**src/assert_macros.svh**
```systemverilog
// Assertion macros for the RTL of the MIDI message parser.
`ifndef ASSERT_MACROS_SVH
`define ASSERT_MACROS_SVH

// Property checked on every rising edge of clk, off while reset is asserted.
`define MMP_ASSERT(lbl, prop, msg) \
	lbl: assert property (@(posedge clk) disable iff (!arst_n) (prop)) else $error(msg);

// Same-cycle implication, checked on every rising edge of clk.
`define MMP_ASSERT_IMP(lbl, ante, cons, msg) \
	lbl: assert property (@(posedge clk) disable iff (!arst_n) (ante) |-> (cons)) \
		else $error(msg);

`endif

```
**src/mmp_pkg.sv**
```systemverilog
// Types and constants of the MIDI message parser.
package mmp_pkg;

	// Note event store
	localparam int FIFO_DEPTH = 16;
	localparam int PTR_W      = $clog2(FIFO_DEPTH);
	localparam int CNT_W      = $clog2(FIFO_DEPTH + 1);

	// Status byte decode: upper nibble selects the message, channel ignored
	localparam logic [7:0] MSG_TYPE_MASK = 8'hF0;
	localparam logic [7:0] MSG_NOTE_OFF  = 8'h80;
	localparam logic [7:0] MSG_NOTE_ON   = 8'h90;
	localparam logic [7:0] MSG_CTRL      = 8'hB0;
	localparam logic [7:0] MSG_BEND      = 8'hE0;

	localparam logic [13:0] BEND_CENTER = 14'd8192;

	typedef enum logic [1:0] {
		REQ_BYTE = 2'd0,
		REQ_POP  = 2'd1,
		REQ_CTRL = 2'd2
	} mmp_req_t;

	typedef enum logic [1:0] {
		STAT_OK       = 2'd0,
		STAT_OVERFLOW = 2'd1,
		STAT_EMPTY    = 2'd2
	} mmp_status_t;

	typedef enum logic [2:0] {
		PS_IDLE     = 3'd0,
		PS_NOTE_OFF = 3'd1,
		PS_NOTE_ON  = 3'd2,
		PS_CTRL     = 3'd3,
		PS_BEND     = 3'd4
	} mmp_parse_state_t;

	typedef struct packed {
		logic [1:0] req_type;
		logic [7:0] rx_byte;
		logic [6:0] ctrl_select;
	} mmp_req_item_t;

	typedef struct packed {
		logic        event_valid;
		logic [6:0]  event_key;
		logic        event_is_on;
		logic [6:0]  event_velocity;
		logic [6:0]  ctrl_value;
		logic [13:0] bend_value;
		logic [1:0]  fifo_status;
		logic [4:0]  fifo_count;
	} mmp_rsp_item_t;

	// One stored note event
	typedef struct packed {
		logic [6:0] velocity;
		logic       is_on;
		logic [6:0] key;
	} mmp_event_t;

	// Actions the parser raises on a completed message
	typedef struct packed {
		logic       push;
		mmp_event_t push_event;
		logic       ctrl_we;
		logic [6:0] ctrl_addr;
		logic [6:0] ctrl_data;
	} mmp_action_t;

endpackage

```
**src/mmp_parser.sv**
```systemverilog
// Byte parser: message state machine, pending data bytes and pitch bend register.
module mmp_parser (
	input  logic                 clk,
	input  logic                 arst_n,
	input  logic                 byte_en,
	input  logic [7:0]           rx_byte,
	input  logic                 cfg_we,
	input  logic [13:0]          cfg_wdata,
	output mmp_pkg::mmp_action_t action,
	output logic [13:0]          bend_next
);
	import mmp_pkg::*;

	mmp_parse_state_t state_q, state_d;
	logic             data_idx_q, data_idx_d;
	logic [6:0]       pend_key_q, pend_key_d;
	logic             pend_on_q, pend_on_d;
	logic [6:0]       pend_ctrl_q, pend_ctrl_d;
	logic [6:0]       bend_low_q, bend_low_d;
	logic [13:0]      bend_q;
	logic [6:0]       data7;

	assign data7 = rx_byte[6:0];

	// Next state
	always_comb begin
		state_d = state_q;
		if (byte_en) begin
			case (state_q)
				PS_IDLE: begin
					case (rx_byte & MSG_TYPE_MASK)
						MSG_NOTE_OFF: state_d = PS_NOTE_OFF;
						MSG_NOTE_ON:  state_d = PS_NOTE_ON;
						MSG_CTRL:     state_d = PS_CTRL;
						MSG_BEND:     state_d = PS_BEND;
						default:      state_d = PS_IDLE;
					endcase
				end
				PS_NOTE_OFF, PS_NOTE_ON, PS_CTRL, PS_BEND: begin
					if (data_idx_q) state_d = PS_IDLE;
				end
				default: state_d = PS_IDLE;
			endcase
		end
	end

	// Data capture and actions; any byte inside a message is data
	always_comb begin
		data_idx_d  = data_idx_q;
		pend_key_d  = pend_key_q;
		pend_on_d   = pend_on_q;
		pend_ctrl_d = pend_ctrl_q;
		bend_low_d  = bend_low_q;
		bend_next   = bend_q;
		action      = '0;
		if (byte_en) begin
			case (state_q)
				PS_IDLE: data_idx_d = 1'b0;
				PS_NOTE_OFF, PS_NOTE_ON: begin
					if (!data_idx_q) begin
						pend_key_d = data7;
						pend_on_d  = (state_q == PS_NOTE_ON);
						data_idx_d = 1'b1;
					end else begin
						action.push                = 1'b1;
						action.push_event.key      = pend_key_q;
						action.push_event.is_on    = pend_on_q;
						action.push_event.velocity = data7;
						data_idx_d                 = 1'b0;
					end
				end
				PS_CTRL: begin
					if (!data_idx_q) begin
						pend_ctrl_d = data7;
						data_idx_d  = 1'b1;
					end else begin
						action.ctrl_we   = 1'b1;
						action.ctrl_addr = pend_ctrl_q;
						action.ctrl_data = data7;
						data_idx_d       = 1'b0;
					end
				end
				PS_BEND: begin
					if (!data_idx_q) begin
						bend_low_d = data7;
						data_idx_d = 1'b1;
					end else begin
						bend_next  = {data7, bend_low_q};
						data_idx_d = 1'b0;
					end
				end
				default: data_idx_d = 1'b0;
			endcase
		end
	end

	// Parser registers; a config write reloads the bend value
	always_ff @(posedge clk or negedge arst_n) begin
		if (!arst_n) begin
			state_q     <= PS_IDLE;
			data_idx_q  <= 1'b0;
			pend_key_q  <= '0;
			pend_on_q   <= 1'b0;
			pend_ctrl_q <= '0;
			bend_low_q  <= '0;
			bend_q      <= BEND_CENTER;
		end else begin
			state_q     <= state_d;
			data_idx_q  <= data_idx_d;
			pend_key_q  <= pend_key_d;
			pend_on_q   <= pend_on_d;
			pend_ctrl_q <= pend_ctrl_d;
			bend_low_q  <= bend_low_d;
			if (cfg_we) begin
				bend_q <= cfg_wdata;
			end else begin
				bend_q <= bend_next;
			end
		end
	end

endmodule

```
**src/mmp_event_fifo.sv**
```systemverilog
// Note event FIFO with registered read port and status tracking.
module mmp_event_fifo (
	input  logic                         clk,
	input  logic                         arst_n,
	input  logic                         en,
	input  logic                         push,
	input  mmp_pkg::mmp_event_t          push_event,
	input  logic                         pop,
	output mmp_pkg::mmp_event_t          pop_event,
	output logic [mmp_pkg::CNT_W-1:0]    count_next,
	output logic [1:0]                   status_next
);
	import mmp_pkg::*;

	mmp_event_t           mem [FIFO_DEPTH];
	mmp_event_t           rd_data_q;
	logic                 hit_q;
	logic [PTR_W-1:0]     rd_ptr_q, wr_ptr_q;
	logic [CNT_W-1:0]     count_q;
	logic [1:0]           status_q;
	logic                 full, empty, push_ok, pop_ok;

	assign full    = (count_q == CNT_W'(FIFO_DEPTH));
	assign empty   = (count_q == '0);
	assign push_ok = en && push && !full;
	assign pop_ok  = en && pop && !empty;

	// Count and status after this request
	always_comb begin
		count_next  = count_q;
		status_next = status_q;
		if (en && push) begin
			status_next = full ? STAT_OVERFLOW : STAT_OK;
		end
		if (en && pop) begin
			status_next = empty ? STAT_EMPTY : STAT_OK;
		end
		if (push_ok) count_next = count_q + 1'b1;
		if (pop_ok)  count_next = count_q - 1'b1;
	end

	// Storage: write on push, registered read on pop
	always_ff @(posedge clk) begin
		if (push_ok) mem[wr_ptr_q] <= push_event;
		if (pop_ok)  rd_data_q     <= mem[rd_ptr_q];
	end

	always_ff @(posedge clk or negedge arst_n) begin
		if (!arst_n) begin
			rd_ptr_q <= '0;
			wr_ptr_q <= '0;
			count_q  <= '0;
			status_q <= STAT_OK;
			hit_q    <= 1'b0;
		end else begin
			count_q  <= count_next;
			status_q <= status_next;
			if (en) hit_q <= pop_ok;
			if (push_ok) begin
				wr_ptr_q <= (wr_ptr_q == PTR_W'(FIFO_DEPTH - 1)) ? '0 : wr_ptr_q + 1'b1;
			end
			if (pop_ok) begin
				rd_ptr_q <= (rd_ptr_q == PTR_W'(FIFO_DEPTH - 1)) ? '0 : rd_ptr_q + 1'b1;
			end
		end
	end

	// Fields read as zero unless the last accepted request popped a stored event
	assign pop_event = hit_q ? rd_data_q : '0;

endmodule

```
**src/mmp_ctrl_table.sv**
```systemverilog
// Controller value table: 128 entries, per-entry valid bits cleared at reset.
module mmp_ctrl_table (
	input  logic       clk,
	input  logic       arst_n,
	input  logic       en,
	input  logic       we,
	input  logic [6:0] waddr,
	input  logic [6:0] wdata,
	input  logic       re,
	input  logic [6:0] raddr,
	output logic [6:0] rdata
);
	localparam int DEPTH = 128;

	logic [6:0]       mem [DEPTH];
	logic [DEPTH-1:0] written_q;
	logic [6:0]       rd_data_q;
	logic             hit_q;

	// Storage with registered read
	always_ff @(posedge clk) begin
		if (we)      mem[waddr] <= wdata;
		if (en && re) rd_data_q <= mem[raddr];
	end

	// An entry never written reads as zero
	always_ff @(posedge clk or negedge arst_n) begin
		if (!arst_n) begin
			written_q <= '0;
			hit_q     <= 1'b0;
		end else begin
			if (we) written_q[waddr] <= 1'b1;
			if (en) hit_q <= re && written_q[raddr];
		end
	end

	assign rdata = hit_q ? rd_data_q : '0;

endmodule

```
**src/midi_message_parser.sv**
```systemverilog
// Top level of the MIDI message parser.
//
// Request channel (req_valid, req_stall, req): each transfer carries one
// request: a received MIDI byte, a note event pop or a controller read.
// Response channel (rsp_valid, rsp_stall, rsp): exactly one response per
// request, in order, with the popped event, controller value, current
// pitch bend, FIFO status and FIFO fill count after that request.
// A request taken at one edge is shown on rsp in the cycle after.
// Throughput is one request per cycle while req_stall is low; the single
// response register is refilled in the same cycle it is taken, so req_stall
// only rises while a response waits and rsp_stall is high.
// A stalled response holds its value; state is not touched meanwhile.
// cfg_we/cfg_wdata load the pitch bend value; write only while no
// request is outstanding.
// Reset (arst_n low) clears the parser, empties the event FIFO, marks all
// controllers zero and sets pitch bend to the center value 8192.
module midi_message_parser (
	input  logic                   clk,
	input  logic                   arst_n,
	input  logic                   req_valid,
	output logic                   req_stall,
	input  mmp_pkg::mmp_req_item_t req,
	output logic                   rsp_valid,
	input  logic                   rsp_stall,
	output mmp_pkg::mmp_rsp_item_t rsp,
	input  logic                   cfg_we,
	input  logic [13:0]            cfg_wdata
);
	import mmp_pkg::*;

	`include "assert_macros.svh"

	logic              accept;
	logic              is_byte, is_pop, is_ctrl;
	mmp_action_t       action;
	logic [13:0]       bend_next;
	mmp_event_t        pop_event;
	logic [CNT_W-1:0]  count_next;
	logic [1:0]        status_next;
	logic [6:0]        ctrl_rdata;
	logic              rsp_valid_q;
	logic [13:0]       bend_s1;
	logic [1:0]        status_s1;
	logic [CNT_W-1:0]  count_s1;
	logic              pop_hit_s1;

	// Handshake: take a request unless a response is held back
	assign req_stall = rsp_valid_q && rsp_stall;
	assign accept    = req_valid && !req_stall;

	assign is_byte = (req.req_type == REQ_BYTE);
	assign is_pop  = (req.req_type == REQ_POP);
	assign is_ctrl = (req.req_type == REQ_CTRL);

	mmp_parser u_parser (
		.clk       (clk),
		.arst_n    (arst_n),
		.byte_en   (accept && is_byte),
		.rx_byte   (req.rx_byte),
		.cfg_we    (cfg_we),
		.cfg_wdata (cfg_wdata),
		.action    (action),
		.bend_next (bend_next)
	);

	mmp_event_fifo u_fifo (
		.clk         (clk),
		.arst_n      (arst_n),
		.en          (accept),
		.push        (action.push),
		.push_event  (action.push_event),
		.pop         (is_pop),
		.pop_event   (pop_event),
		.count_next  (count_next),
		.status_next (status_next)
	);

	mmp_ctrl_table u_ctrl (
		.clk    (clk),
		.arst_n (arst_n),
		.en     (accept),
		.we     (action.ctrl_we),
		.waddr  (action.ctrl_addr),
		.wdata  (action.ctrl_data),
		.re     (is_ctrl),
		.raddr  (req.ctrl_select),
		.rdata  (ctrl_rdata)
	);

	// Response register
	always_ff @(posedge clk or negedge arst_n) begin
		if (!arst_n) begin
			rsp_valid_q <= 1'b0;
		end else if (accept) begin
			rsp_valid_q <= 1'b1;
		end else if (!rsp_stall) begin
			rsp_valid_q <= 1'b0;
		end
	end

	always_ff @(posedge clk) begin
		if (accept) begin
			bend_s1   <= bend_next;
			status_s1 <= status_next;
			count_s1  <= count_next;
		end
	end

	// Pop that returned a stored event
	always_ff @(posedge clk or negedge arst_n) begin
		if (!arst_n) begin
			pop_hit_s1 <= 1'b0;
		end else if (accept) begin
			pop_hit_s1 <= is_pop && (status_next == STAT_OK);
		end
	end

	assign rsp_valid           = rsp_valid_q;
	assign rsp.event_valid     = pop_hit_s1;
	assign rsp.event_key       = pop_event.key;
	assign rsp.event_is_on     = pop_event.is_on;
	assign rsp.event_velocity  = pop_event.velocity;
	assign rsp.ctrl_value      = ctrl_rdata;
	assign rsp.bend_value      = bend_s1;
	assign rsp.fifo_status     = status_s1;
	assign rsp.fifo_count      = 5'(count_s1);

	// Checks
	`MMP_ASSERT_IMP(a_count_range, rsp_valid,
		rsp.fifo_count <= 5'(FIFO_DEPTH), "fifo count above depth")
	`MMP_ASSERT_IMP(a_event_ok, rsp_valid && rsp.event_valid,
		rsp.fifo_status == STAT_OK, "event returned without ok status")
	`MMP_ASSERT_IMP(a_empty_status, rsp_valid && rsp.fifo_status == STAT_EMPTY,
		rsp.fifo_count == '0 && !rsp.event_valid, "empty status with stored events")
	`MMP_ASSERT_IMP(a_overflow_full, rsp_valid && rsp.fifo_status == STAT_OVERFLOW,
		rsp.fifo_count == 5'(FIFO_DEPTH), "overflow status while not full")

endmodule
```
**config.mk**
```make
export PLATFORM = sky130hd
export DESIGN_NAME = midi_message_parser
export DESIGN_NICKNAME = d
export VERILOG_FILES = /design/src/mmp_pkg.sv /design/src/mmp_parser.sv /design/src/mmp_event_fifo.sv /design/src/mmp_ctrl_table.sv /design/src/midi_message_parser.sv
export VERILOG_INCLUDE_DIRS = /design/src /design/src/src
export SDC_FILE = /design/constraint.sdc
export NUM_CORES = 1
export LEC_CHECK = 0
export BUFFER_PORTS_ARGS = -buffer_cell sky130_fd_sc_hd__buf_2
export CELL_PAD_IN_SITES_DETAIL_PLACEMENT = 1
export CELL_PAD_IN_SITES_GLOBAL_PLACEMENT = 2
export CORE_MARGIN = 2
export CORE_UTILIZATION = 40
export DETAILED_ROUTE_END_ITERATION = 8
export PLACE_DENSITY = 0.75
export SLEW_MARGIN = 20
export SYNTH_ARGS = -nofsm -noshare
export SYNTH_HDL_FRONTEND = slang
export SYNTH_SLANG_ARGS = --single-unit
```
**constraint.sdc**
```tcl
create_clock -name clk -period 3.5 [get_ports clk]
set_input_delay 0.175 -clock clk [delete_from_list [all_inputs] [get_ports clk]]
set_output_delay 0.175 -clock clk [all_outputs]
set_load 0.005 [all_outputs]
```
==> impl_metrics.toml, run 1 <==
[status]
status = "complete, no violations"

[final_layout]
fin_nets = 2902
fin_area_um2 = 62300
drive_gt1_frac = 0.330
syn_to_final_growth_pct = 16.9

[route]
first_pass_iters = 5
drtAntennaViolNets = 0
route.met3.wl_mm = 8.79
vias = 26300
top_layer_used = "met5"
first_iter_violations = 2588
route.detailed.drc = 0
routed_via_density = 5.55
wire_per_inst_um = 28.6
met2_length_mm = 66.0
routed_wl_mm = 135
met1_length_mm = 55.9

[sta]
rsz0062_at_grt = "no"
fmaxAchievable_ghz = 0.315
final.setup.tns_ns = 0
timing.slew.headroom = 0.298
setup_violations = 0
post-route-min-period_ns = 3.17
hold_viol_final = 0
skew_ns = 0.0360
worstMarginPinSlew_ns = 1.05
fin_crit_sh = 0.906
maxSlewViolCount = 0

[yosys]
synthFlopType = "edfxtp_1"
mappedNetlistArea_um2 = 53300
synth_adder_area_share = 0.00188
syn_area_per_cell_um2 = 20.8
yosysMostFrequentCell = "edfxtp_1"
synth_commonest_cells = "edfxtp_1, mux4_2, dfrtp_1"
synthArstFlopShare = 0.137
syn_nets = 2603
synth_cell_types = 58
synth_compound_area_frac = 0.0130
synth-xor-area-share = 0.00148
muxShareOfSynthArea = 0.174
synth_top_family_by_area = "multiplexers"
yosysSeqAreaShare = 0.752
netlist.area_leader.share = 0.664
synthSimpleGateAreaFrac = 0.0443
synth-seq-cells = 1366
yosys_warnings = 0
synth_area_leader_cell = "edfxtp_1"
synth_edf_count = 1179
ys_top_cells_by_area = "edfxtp_1, mux4_2, dfrtp_1"
synthCells = 2559

[global_route]
grt_pass1_vias = 28500
overflow = 0
antenna_found_initial = 6
grt_pass1_wl_mm = 200
grt_max_degree = 129
grt_usage = 0.202

[floorplan]
core_um2 = 132000
chipHeight_um = 369
ios = 82
die_x_um = 369
num_rows = 133
start_util = 0.404
die_area_um2 = 136000

[worst_setup_path]
crit_start = "rsp_valid$_DFFE_PN0P_"
cp.required_ns = 3.89
r2r_end = "u_ctrl.mem[90][2]$_DFFE_PP_"
worst-r2r-cell-count = 8
crit_path_end_kind = "flip-flop"
r2r_start = "rsp_valid$_DFFE_PN0P_"
cp-start-kind = "flip-flop"
crit_type = "flip-flop to flip-flop"
ff2ff_setup_slack_ns = 0.33
path_max_fanout = 8
arrival_ns = 3.56
worstSetupEndpoint = "u_ctrl.mem[90][2]$_DFFE_PP_"

[power]
combPwrFrac = 0.061
power.internal_mw = 28.4
sw_frac_of_total = 0.217
seqPwrFrac = 0.500
p_total_mw = 36.3
power-per-cell-area_nw_per_um2 = 582
pwr-share-clk = 0.439
leakage_nw = 21.2
switchingPower_mw = 7.88
ir_worst_vdd_mv = 0.522

[clock_tree]
root_buffer = "clkbuf_16"
cts_made_buffers = 142
path_clk_slew_ns = 0.06
worstSkewPairLatency_ns = 0.79
cts_tree = "yes"
cts_buffer_depth = 3
cts_sinks = 1366
post_cts_buffers = 0
htreeDepth = 4

[placed_design]
place_area_um2 = 56900
gp_congestion = 0.810
io_buffers = 81
dpl.hpwl_mm = 85.2

[hold_path]
min_path_type = "input port to async pin"

[job]
max_cap_violations = 0
placed cells by master, fill, tap and decap left out, types with 10 or more instances in the layout:
cell	count
or2_1	40
bufinv_16	21
o21ai_0	31
clkinv_2	20
and2_1	39
edfxtp_1	1179
mux2_2	51
nand4_1	12
clkbuf_16	144
dlygate4sd3_1	46
a221oi_1	28
dfrtp_1	184
or2_2	94
clkinv_1	15
nand3b_1	10
nand2_1	47
nor2_1	153
buf_2	77
mux4_2	351
buf_12	27
nand3_1	12
buf_4	135
mux2i_1	79
clkbuf_8	16
clkbuf_1	29
kinds of logic after synthesis:
logic type	count (synthesis)
multiplexers	481
AND/OR/NAND/NOR	453
AO/OA/AOI/OAI	101
flip-flops	1366
buffers and inverters	141
adder cells (fa/ha/maj)	8
XOR/XNOR	9
stage by stage:
stage                     hold slack (ns)  worst slack [ns]  std cells  utilization
after floorplan                    -0.121             0.102       2559            -
after global placement              0.309             0.184       4423        0.432
after detailed placement            0.307             0.212       4423        0.432
after CTS                         0.00451             0.199       4731        0.472
after global routing               0.0592             0.138       4731        0.473
final                              0.0367             0.330       4732        0.473
worst min path at each step:
stage | to | slack [ns] | cells past startpoint
finish | u_ctrl.written_q[60]$_DFFE_PN0P_ | 0.04 | 2
global route | pop_hit_s1$_DFFE_PN0P_ | 0.06 | 4
CTS | pop_hit_s1$_DFFE_PN0P_ | 0.005 | 4
detailed placement | u_ctrl.written_q[60]$_DFFE_PN0P_ | 0.31 | 1
global placement | u_ctrl.written_q[62]$_DFFE_PN0P_ | 0.31 | 1
floorplan | pop_hit_s1$_DFFE_PN0P_ | -0.12 | 0
routing by layer:
layer	vias to the layer above	global-route usage
met3	246	0.0439
met2	881	0.322
met4	6	0.0765
li1	11000	-
met5	-	0
met1	14100	0.273
sequential cells by signal, summed over array words and instances, names as in the netlist, 2 cells and up:
name                  flops
u_ctrl.mem              896
u_parser.state_q          3
u_ctrl.rd_data_q          7
u_parser.pend_key_q       7
bend_s1                  14
u_fifo.mem              240
count_s1                  5
u_ctrl.written_q        128
u_parser.pend_ctrl_q      7
u_parser.bend_q          14
u_fifo.wr_ptr_q           4
u_fifo.rd_ptr_q           4
u_fifo.status_q           2
status_s1                 2
u_parser.bend_low_q       7
u_fifo.rd_data_q         15
u_fifo.count_q            5
critical path: stages (launching register included):
cell and delay [ns]:
dfrtp_1 0.40, and2_4 0.15, nand2b_4 0.22, inv_2 0.11
nand4_1 0.26, nor3b_1 0.44, buf_4 0.22, nand2_1 0.31
nor2_1 0.69
timing repair:
item / in CTS / in global routing
setup endpoints to repair: 0 / 28
hold endpoints to repair: 155 / 0
gates resized for setup: 0 / 1
hold buffers: 46 / 0
power by group through the flow:
stage / Clock, mW / Combinational (mW) / Sequential (mW)
global route: 16.8 / 2.37 / 18.2
CTS: 16.2 / 2.25 / 18.1
floorplan: 0 / 1.76 / 18.1
detailed placement: 0 / 2.18 / 18.5
finish: 15.9 / 2.22 / 18.1
global placement: 0 / 2.14 / 18.5
layout make-up:
| class | instances | area [µm²] |
|---|---|---|
| Sequential cell | 1366 | 40100 |
| Clock buffer | 189 | 3930 |
| Clock inverter | 73 | 1000 |
| Tap cell | 1755 | 2200 |
| Multi-Input combinational cell | 1052 | 12600 |
| Antenna cell | 1 | 2.50 |
| Fill cell | 12100 | 69500 |
| Timing Repair Buffer | 288 | 2440 |
| Inverter | 8 | 30.0 |
No activity file was read; power rests on OpenSTA's default activity.
==> run 2: changes to the inputs <==
--- a/config.mk
+++ b/config.mk
@@ -11,6 +11,7 @@
 export CELL_PAD_IN_SITES_GLOBAL_PLACEMENT = 2
 export CORE_MARGIN = 2
 export CORE_UTILIZATION = 40
+export CTS_BUF_LIST = sky130_fd_sc_hd__clkbuf_2
 export DETAILED_ROUTE_END_ITERATION = 8
 export PLACE_DENSITY = 0.75
 export SLEW_MARGIN = 20
==> run 2 against run 1 <==
Net effect: core utilization is 0.94 points lower; hold slack improved by 0.23 ns; die area stayed put; maximum frequency shrank 7.1%; wire length is 1.9% higher; combinational power grew 4%; worst setup slack lost 0.24 ns; clock skew rose by 0.18 ns; clock power decreased by 35%; final cell count grew 9.0%; critical path depth did not move; clock-buffer cell count is 338 higher.
==> impl_metrics.toml, run 2 (synthesis results as in run 1) <==
[status]
status = "complete, no violations"

[global_route]
grt_pass1_vias = 30600
grt_max_degree = 129
overflow = 0
grt_usage = 0.205
antenna_found_initial = 5
grt_pass1_wl_mm = 205

[sta]
fin_crit_sh = 0.975
timing.slew.headroom = 0.311
skew_ns = 0.215
maxSlewViolCount = 0
hold_viol_final = 0
worstMarginPinSlew_ns = 1.03
setup_violations = 0
fmaxAchievable_ghz = 0.293
rsz0062_at_grt = "no"
final.setup.tns_ns = 0
post-route-min-period_ns = 3.41

[final_layout]
fin_nets = 3174
regMostFlops = "u_ctrl.mem"
layout_commonest_cell = "edfxtp_1"
layout_common_cells = "edfxtp_1, clkbuf_2, mux4_2, dfrtp_1, nor2_1"
syn_to_final_growth_pct = 14.5
largest_reg_flops = 896
fin_util = 0.463
reg_top3 = "u_ctrl.mem x896, u_fifo.mem x240, u_ctrl.written_q x128"
drive_gt1_frac = 0.386

[route]
route.detailed.drc = 0
wire_per_inst_um = 26.8
drtAntennaViolNets = 0
first_iter_violations = 2478
routed_wl_mm = 138
first_pass_iters = 5
routed_via_density = 5.42
vias = 28000

[placed_design]
gp_congestion = 0.810
io_buffers = 81
dpl.hpwl_mm = 85.2

[worst_setup_path]
path_max_fanout = 1
cp.required_ns = 4.80
critPathTopFamily = "buffers and inverters"
arrival_ns = 4.71
slowest_stage = "dlygate4sd3_1"
crit_type = "flip-flop to flip-flop"
cp-start-kind = "flip-flop"
crit_path_end_kind = "flip-flop"
crit_top_cell = "dlygate4sd3_1"
path_cells = "mux4_2, mux2i_1, a221oi_1, dlygate4sd3_1, o21ai_0, dlygate4sd3_1, nand4_1, dlygate4sd3_1"
path_buf_inv = 3
cpPeakStageDelay_ns = 0.59

[floorplan]
die_area_um2 = 136000
core_um2 = 132000
die_x_um = 369
start_util = 0.404
ios = 82
chipHeight_um = 369
num_rows = 133

[power]
sw_frac_of_total = 0.256
power-per-cell-area_nw_per_um2 = 505
combPwrFrac = 0.075
leakage_nw = 21.4
power.internal_mw = 22.9
seqPwrFrac = 0.587
ir_worst_vdd_mv = 0.275
pwr-share-clk = 0.338
switchingPower_mw = 7.90

[clock_tree]
cts_sinks = 1366
htreeDepth = 5
root_buffer = "clkbuf_2"
cts_made_buffers = 348
cts_tree = "yes"
cts_buffer_depth = 4
worstSkewPairLatency_ns = 1.61
path_clk_slew_ns = 0.12

[hold_path]
min_path_type = "input port to async pin"

[job]
max_cap_violations = 0
-- run 2: timing repair --
action                                  4_1_cts  5_1_grt
hold buffers                                112        0
hold endpoints to repair                   2148        0
gates resized for setup                       0        2
endpoints found under the setup margin        0       26
setup buffers                                 0        0
-- run 2: routing by layer --
layer	routed length [µm]	track usage	up-vias
li1	-	-	11700
met1	58500	0.279	15000
met2	69000	0.335	1017
met3	8200	0.0427	176
met4	2260	0.0608	2
met5	16	0	-
-- run 2: metrics by stage --
step	setup slack, ns	hold WS (ns)	total power, mW	cells	cell area (µm²)
after floorplan	0.102	-0.121	19.9	2559	53300
after CTS	0.0370	0.000107	31.1	5154	61000
final	0.0864	0.271	30.8	5159	61000
after global routing	0.00980	0.0951	32.1	5158	61000
after global placement	0.184	0.309	20.6	4423	56900
after detailed placement	0.212	0.307	20.6	4423	56900
-- run 2: final cells by class --
type	instances	area [µm²]
tap	1755	2200
multi-input combinational	1052	12600
antenna	5	12.5
timing repair buffer	354	3130
inverter	8	30.0
sequential	1366	40100
clock buffer	527	2640
clock inverter	92	363
fill	12600	70800
-- run 2: tightest hold or removal path, stage by stage --
cell           delay [ns]
dlygate4sd3_1        0.51
dlygate4sd3_1        0.53
dlygate4sd3_1        0.58
buf_8                0.11
buf_16               0.40
-- run 2: worst paths after layout --
check | startpoint | endpoint | slack, ns | depth (start not counted)
setup / recovery | u_ctrl.mem[91][3]$_DFFE_PP_ | u_ctrl.rd_data_q[3]$_DFFE_PP_ | 0.09 | 8
hold / removal | arst_n | u_ctrl.written_q[63]$_DFFE_PN0P_ | 0.27 | 5
setup reg to reg | u_ctrl.mem[91][3]$_DFFE_PP_ | u_ctrl.rd_data_q[3]$_DFFE_PP_ | 0.09 | 8
hold reg to reg | u_ctrl.written_q[126]$_DFFE_PN0P_ | u_ctrl.written_q[126]$_DFFE_PN0P_ | 0.47 | 1
max in group asynchronous | arst_n | u_fifo.rd_ptr_q[0]$_DFFE_PN0P_ | 2.31 | 6
min in group clk | req[4] | u_ctrl.rd_data_q[2]$_DFFE_PP_ | 0.28 | 6
-- run 2: power groups by stage --
stage               registers (mW)  logic (mW)  clock network [mW]
floorplan                     18.1        1.76                   0
global placement              18.5        2.14                   0
detailed placement            18.5        2.18                   0
CTS                           18.1        2.33                10.7
global route                  18.2        2.46                11.5
finish                        18.1        2.30                10.4
==> run 3: changes to the inputs <==
--- a/config.mk
+++ b/config.mk
@@ -13,7 +13,7 @@
 export CORE_UTILIZATION = 40
 export CTS_BUF_LIST = sky130_fd_sc_hd__clkbuf_2
 export DETAILED_ROUTE_END_ITERATION = 8
-export PLACE_DENSITY = 0.75
+export PLACE_DENSITY = 0.73
 export SLEW_MARGIN = 20
 export SYNTH_ARGS = -nofsm -noshare
 export SYNTH_HDL_FRONTEND = slang
==> constraint.sdc (replaced) <==
create_clock -name clk -period 4.3 [get_ports clk]
set_input_delay 0.215 -clock clk [delete_from_list [all_inputs] [get_ports clk]]
set_output_delay 0.215 -clock clk [all_outputs]
set_load 0.005 [all_outputs]
==> run 3 against run 2 <==
Net effect: final cell count decreased by 0.89%; critical path type unchanged; largest cell class unchanged; maximum frequency decreased by 14%; critical path depth increased by 1; via count decreased by 1.3%; first-iteration DRC count increased by 0.28%; combinational power decreased by 23%.
==> impl_metrics.toml, run 3 (synthesis results as in run 1) <==
[clock_tree]
path_clk_slew_ns = 0.08
cts_sinks = 1366
cts_resized = 0
post_cts_buffers = 0
cts_buffer_depth = 4
cts_tree = "yes"
cts_made_buffers = 355
root_buffer = "clkbuf_2"
worstSkewPairLatency_ns = 1.83
htreeDepth = 5

[final_layout]
fin_nets = 3114
regMostFlops = "u_ctrl.mem"
multi_input_area_um2 = 12600
reg_top3 = "u_ctrl.mem x896, u_fifo.mem x240, u_ctrl.written_q x128"
drive_gt1_frac = 0.375
largest_reg_flops = 896
fillers = 12600
seqCellArea_um2 = 40100
layout_common_cells = "edfxtp_1, clkbuf_2, mux4_2, dfrtp_1, nor2_1"
syn_to_final_growth_pct = 13.7
layout_commonest_cell = "edfxtp_1"

[route]
routed_wl_mm = 136
route.detailed.drc = 0
vias = 27600
routed_via_density = 5.40
wire_per_inst_um = 26.6
first_pass_iters = 5
drtAntennaViolNets = 0
first_iter_violations = 2485

[placed_design]
gp_congestion = 0.807
io_buffers = 81
dpl.hpwl_mm = 82.4

[global_route]
use_met2 = 0.325
antenna_found_initial = 8
grt_busiest_layer = "met2"
grt_use_met1 = 0.278
gr-usage-met3 = 0.0511
grt_pass1_vias = 30100
overflow = 0
grt_pass1_wl_mm = 204
grt_usage = 0.204
grt_max_degree = 115

[power]
combPwrFrac = 0.070
power.internal_mw = 18.9
pwr-share-clk = 0.347
sw_frac_of_total = 0.256
ir_worst_vdd_mv = 0.256
leakage_nw = 21.1
switchingPower_mw = 6.52
seqPwrFrac = 0.583
power-per-cell-area_nw_per_um2 = 419

[job]
max_cap_violations = 0

[hold_path]
min_path_type = "input port to flip-flop"

[sta]
timing.slew.headroom = 0.173
post-route-min-period_ns = 3.99
rsz0062_at_grt = "no"
worstMarginPinSlew_ns = 1.24
maxSlewViolCount = 0
fin_crit_sh = 0.928
setup_violations = 0
fmaxAchievable_ghz = 0.251
final.setup.tns_ns = 0
hold_viol_final = 0
holdWs_ns = 0.206
skew_ns = 0.202

[worst_setup_path]
arrival_ns = 5.28
crit_type = "flip-flop to flip-flop"
path_max_fanout = 12
cp.required_ns = 5.59
cp-start-kind = "flip-flop"
crit_path_end_kind = "flip-flop"

[floorplan]
ios = 82
chipHeight_um = 369
core_um2 = 132000
start_util = 0.404
die_x_um = 369
die_area_um2 = 136000
num_rows = 133

[status]
status = "complete, no violations"
[run 3: cell types whose count changed in the layout (fill, tap and decap cells not counted), moves of 3 or more]
cell,change
diode_2,+7
clkinv_2,+9
clkbuf_2,+13
bufinv_16,+3
dlygate4sd3_1,+10
buf_12,-10
buf_4,-66
inv_2,-4
clkinv_1,-6
[run 3: layout make-up]
type                            count  share of cell area
Multi-Input combinational cell   1052               0.207
Tap cell                         1755              0.0362
Timing Repair Buffer              287              0.0416
Inverter                            8            0.000496
Antenna cell                       12            0.000496
Sequential cell                  1366               0.662
Clock buffer                      540              0.0446
Clock inverter                     93             0.00748
[run 3: per-layer routing]
layer / share of wire / wire length, µm / vias up
met1: 0.42 / 57300 / 14700
met4: 0.024 / 3320 / 2
li1: - / - / 11600
met3: 0.066 / 8970 / 222
met5: 0.000059 / 8 / -
met2: 0.49 / 66500 / 994
[run 3: critical path: stages (launching register included)]
cell,delay (ns)
dfrtp_1,0.38
and2_4,0.14
dlygate4sd3_1,0.55
nand2b_4,0.23
inv_2,0.12
and3_4,0.22
nand3b_1,0.13
or4_1,0.90
buf_4,0.37
nor2_1,0.57
[run 3: per-stage QoR]
step	cell area [µm²]	worst slack [ns]	util	instances	total power [mW]
final	60600	0.312	0.460	5113	25.4
after global routing	60600	0.148	0.460	5112	26.5
after CTS	60600	0.250	0.459	5101	25.7
after detailed placement	56200	0.783	0.426	4346	16.8
after global placement	56200	0.910	0.426	4346	16.7
after floorplan	53300	0.544	-	2559	16.2
[run 3: repair_timing]
action	in CTS	in global routing
hold endpoints to repair	2381	0
hold buffers	122	0
endpoints found under the setup margin	0	0
[run 3: path summary, 6_finish.rpt]
check	start	endpoint	slack [ns]	depth (start not counted)
max	rsp_valid$_DFFE_PN0P_	u_ctrl.mem[65][5]$_DFFE_PP_	0.31	9
min	req_valid	u_fifo.hit_q$_DFFE_PN0P_	0.21	5
max reg2reg	rsp_valid$_DFFE_PN0P_	u_ctrl.mem[65][5]$_DFFE_PP_	0.31	9
min reg2reg	u_ctrl.written_q[3]$_DFFE_PN0P_	u_ctrl.written_q[3]$_DFFE_PN0P_	0.47	1
max in group asynchronous	arst_n	u_ctrl.written_q[71]$_DFFE_PN0P_	2.31	7
min in group asynchronous	arst_n	u_ctrl.written_q[79]$_DFFE_PN0P_	0.63	6
[run 3: power groups by stage]
| stage | logic (mW) | clock network [mW] | registers (mW) |
|---|---|---|---|
| floorplan | 1.43 | 0 | 14.7 |
| global placement | 1.63 | 0 | 15.1 |
| detailed placement | 1.67 | 0 | 15.1 |
| CTS | 1.79 | 9.08 | 14.8 |
| global route | 1.89 | 9.78 | 14.9 |
| finish | 1.77 | 8.82 | 14.8 |
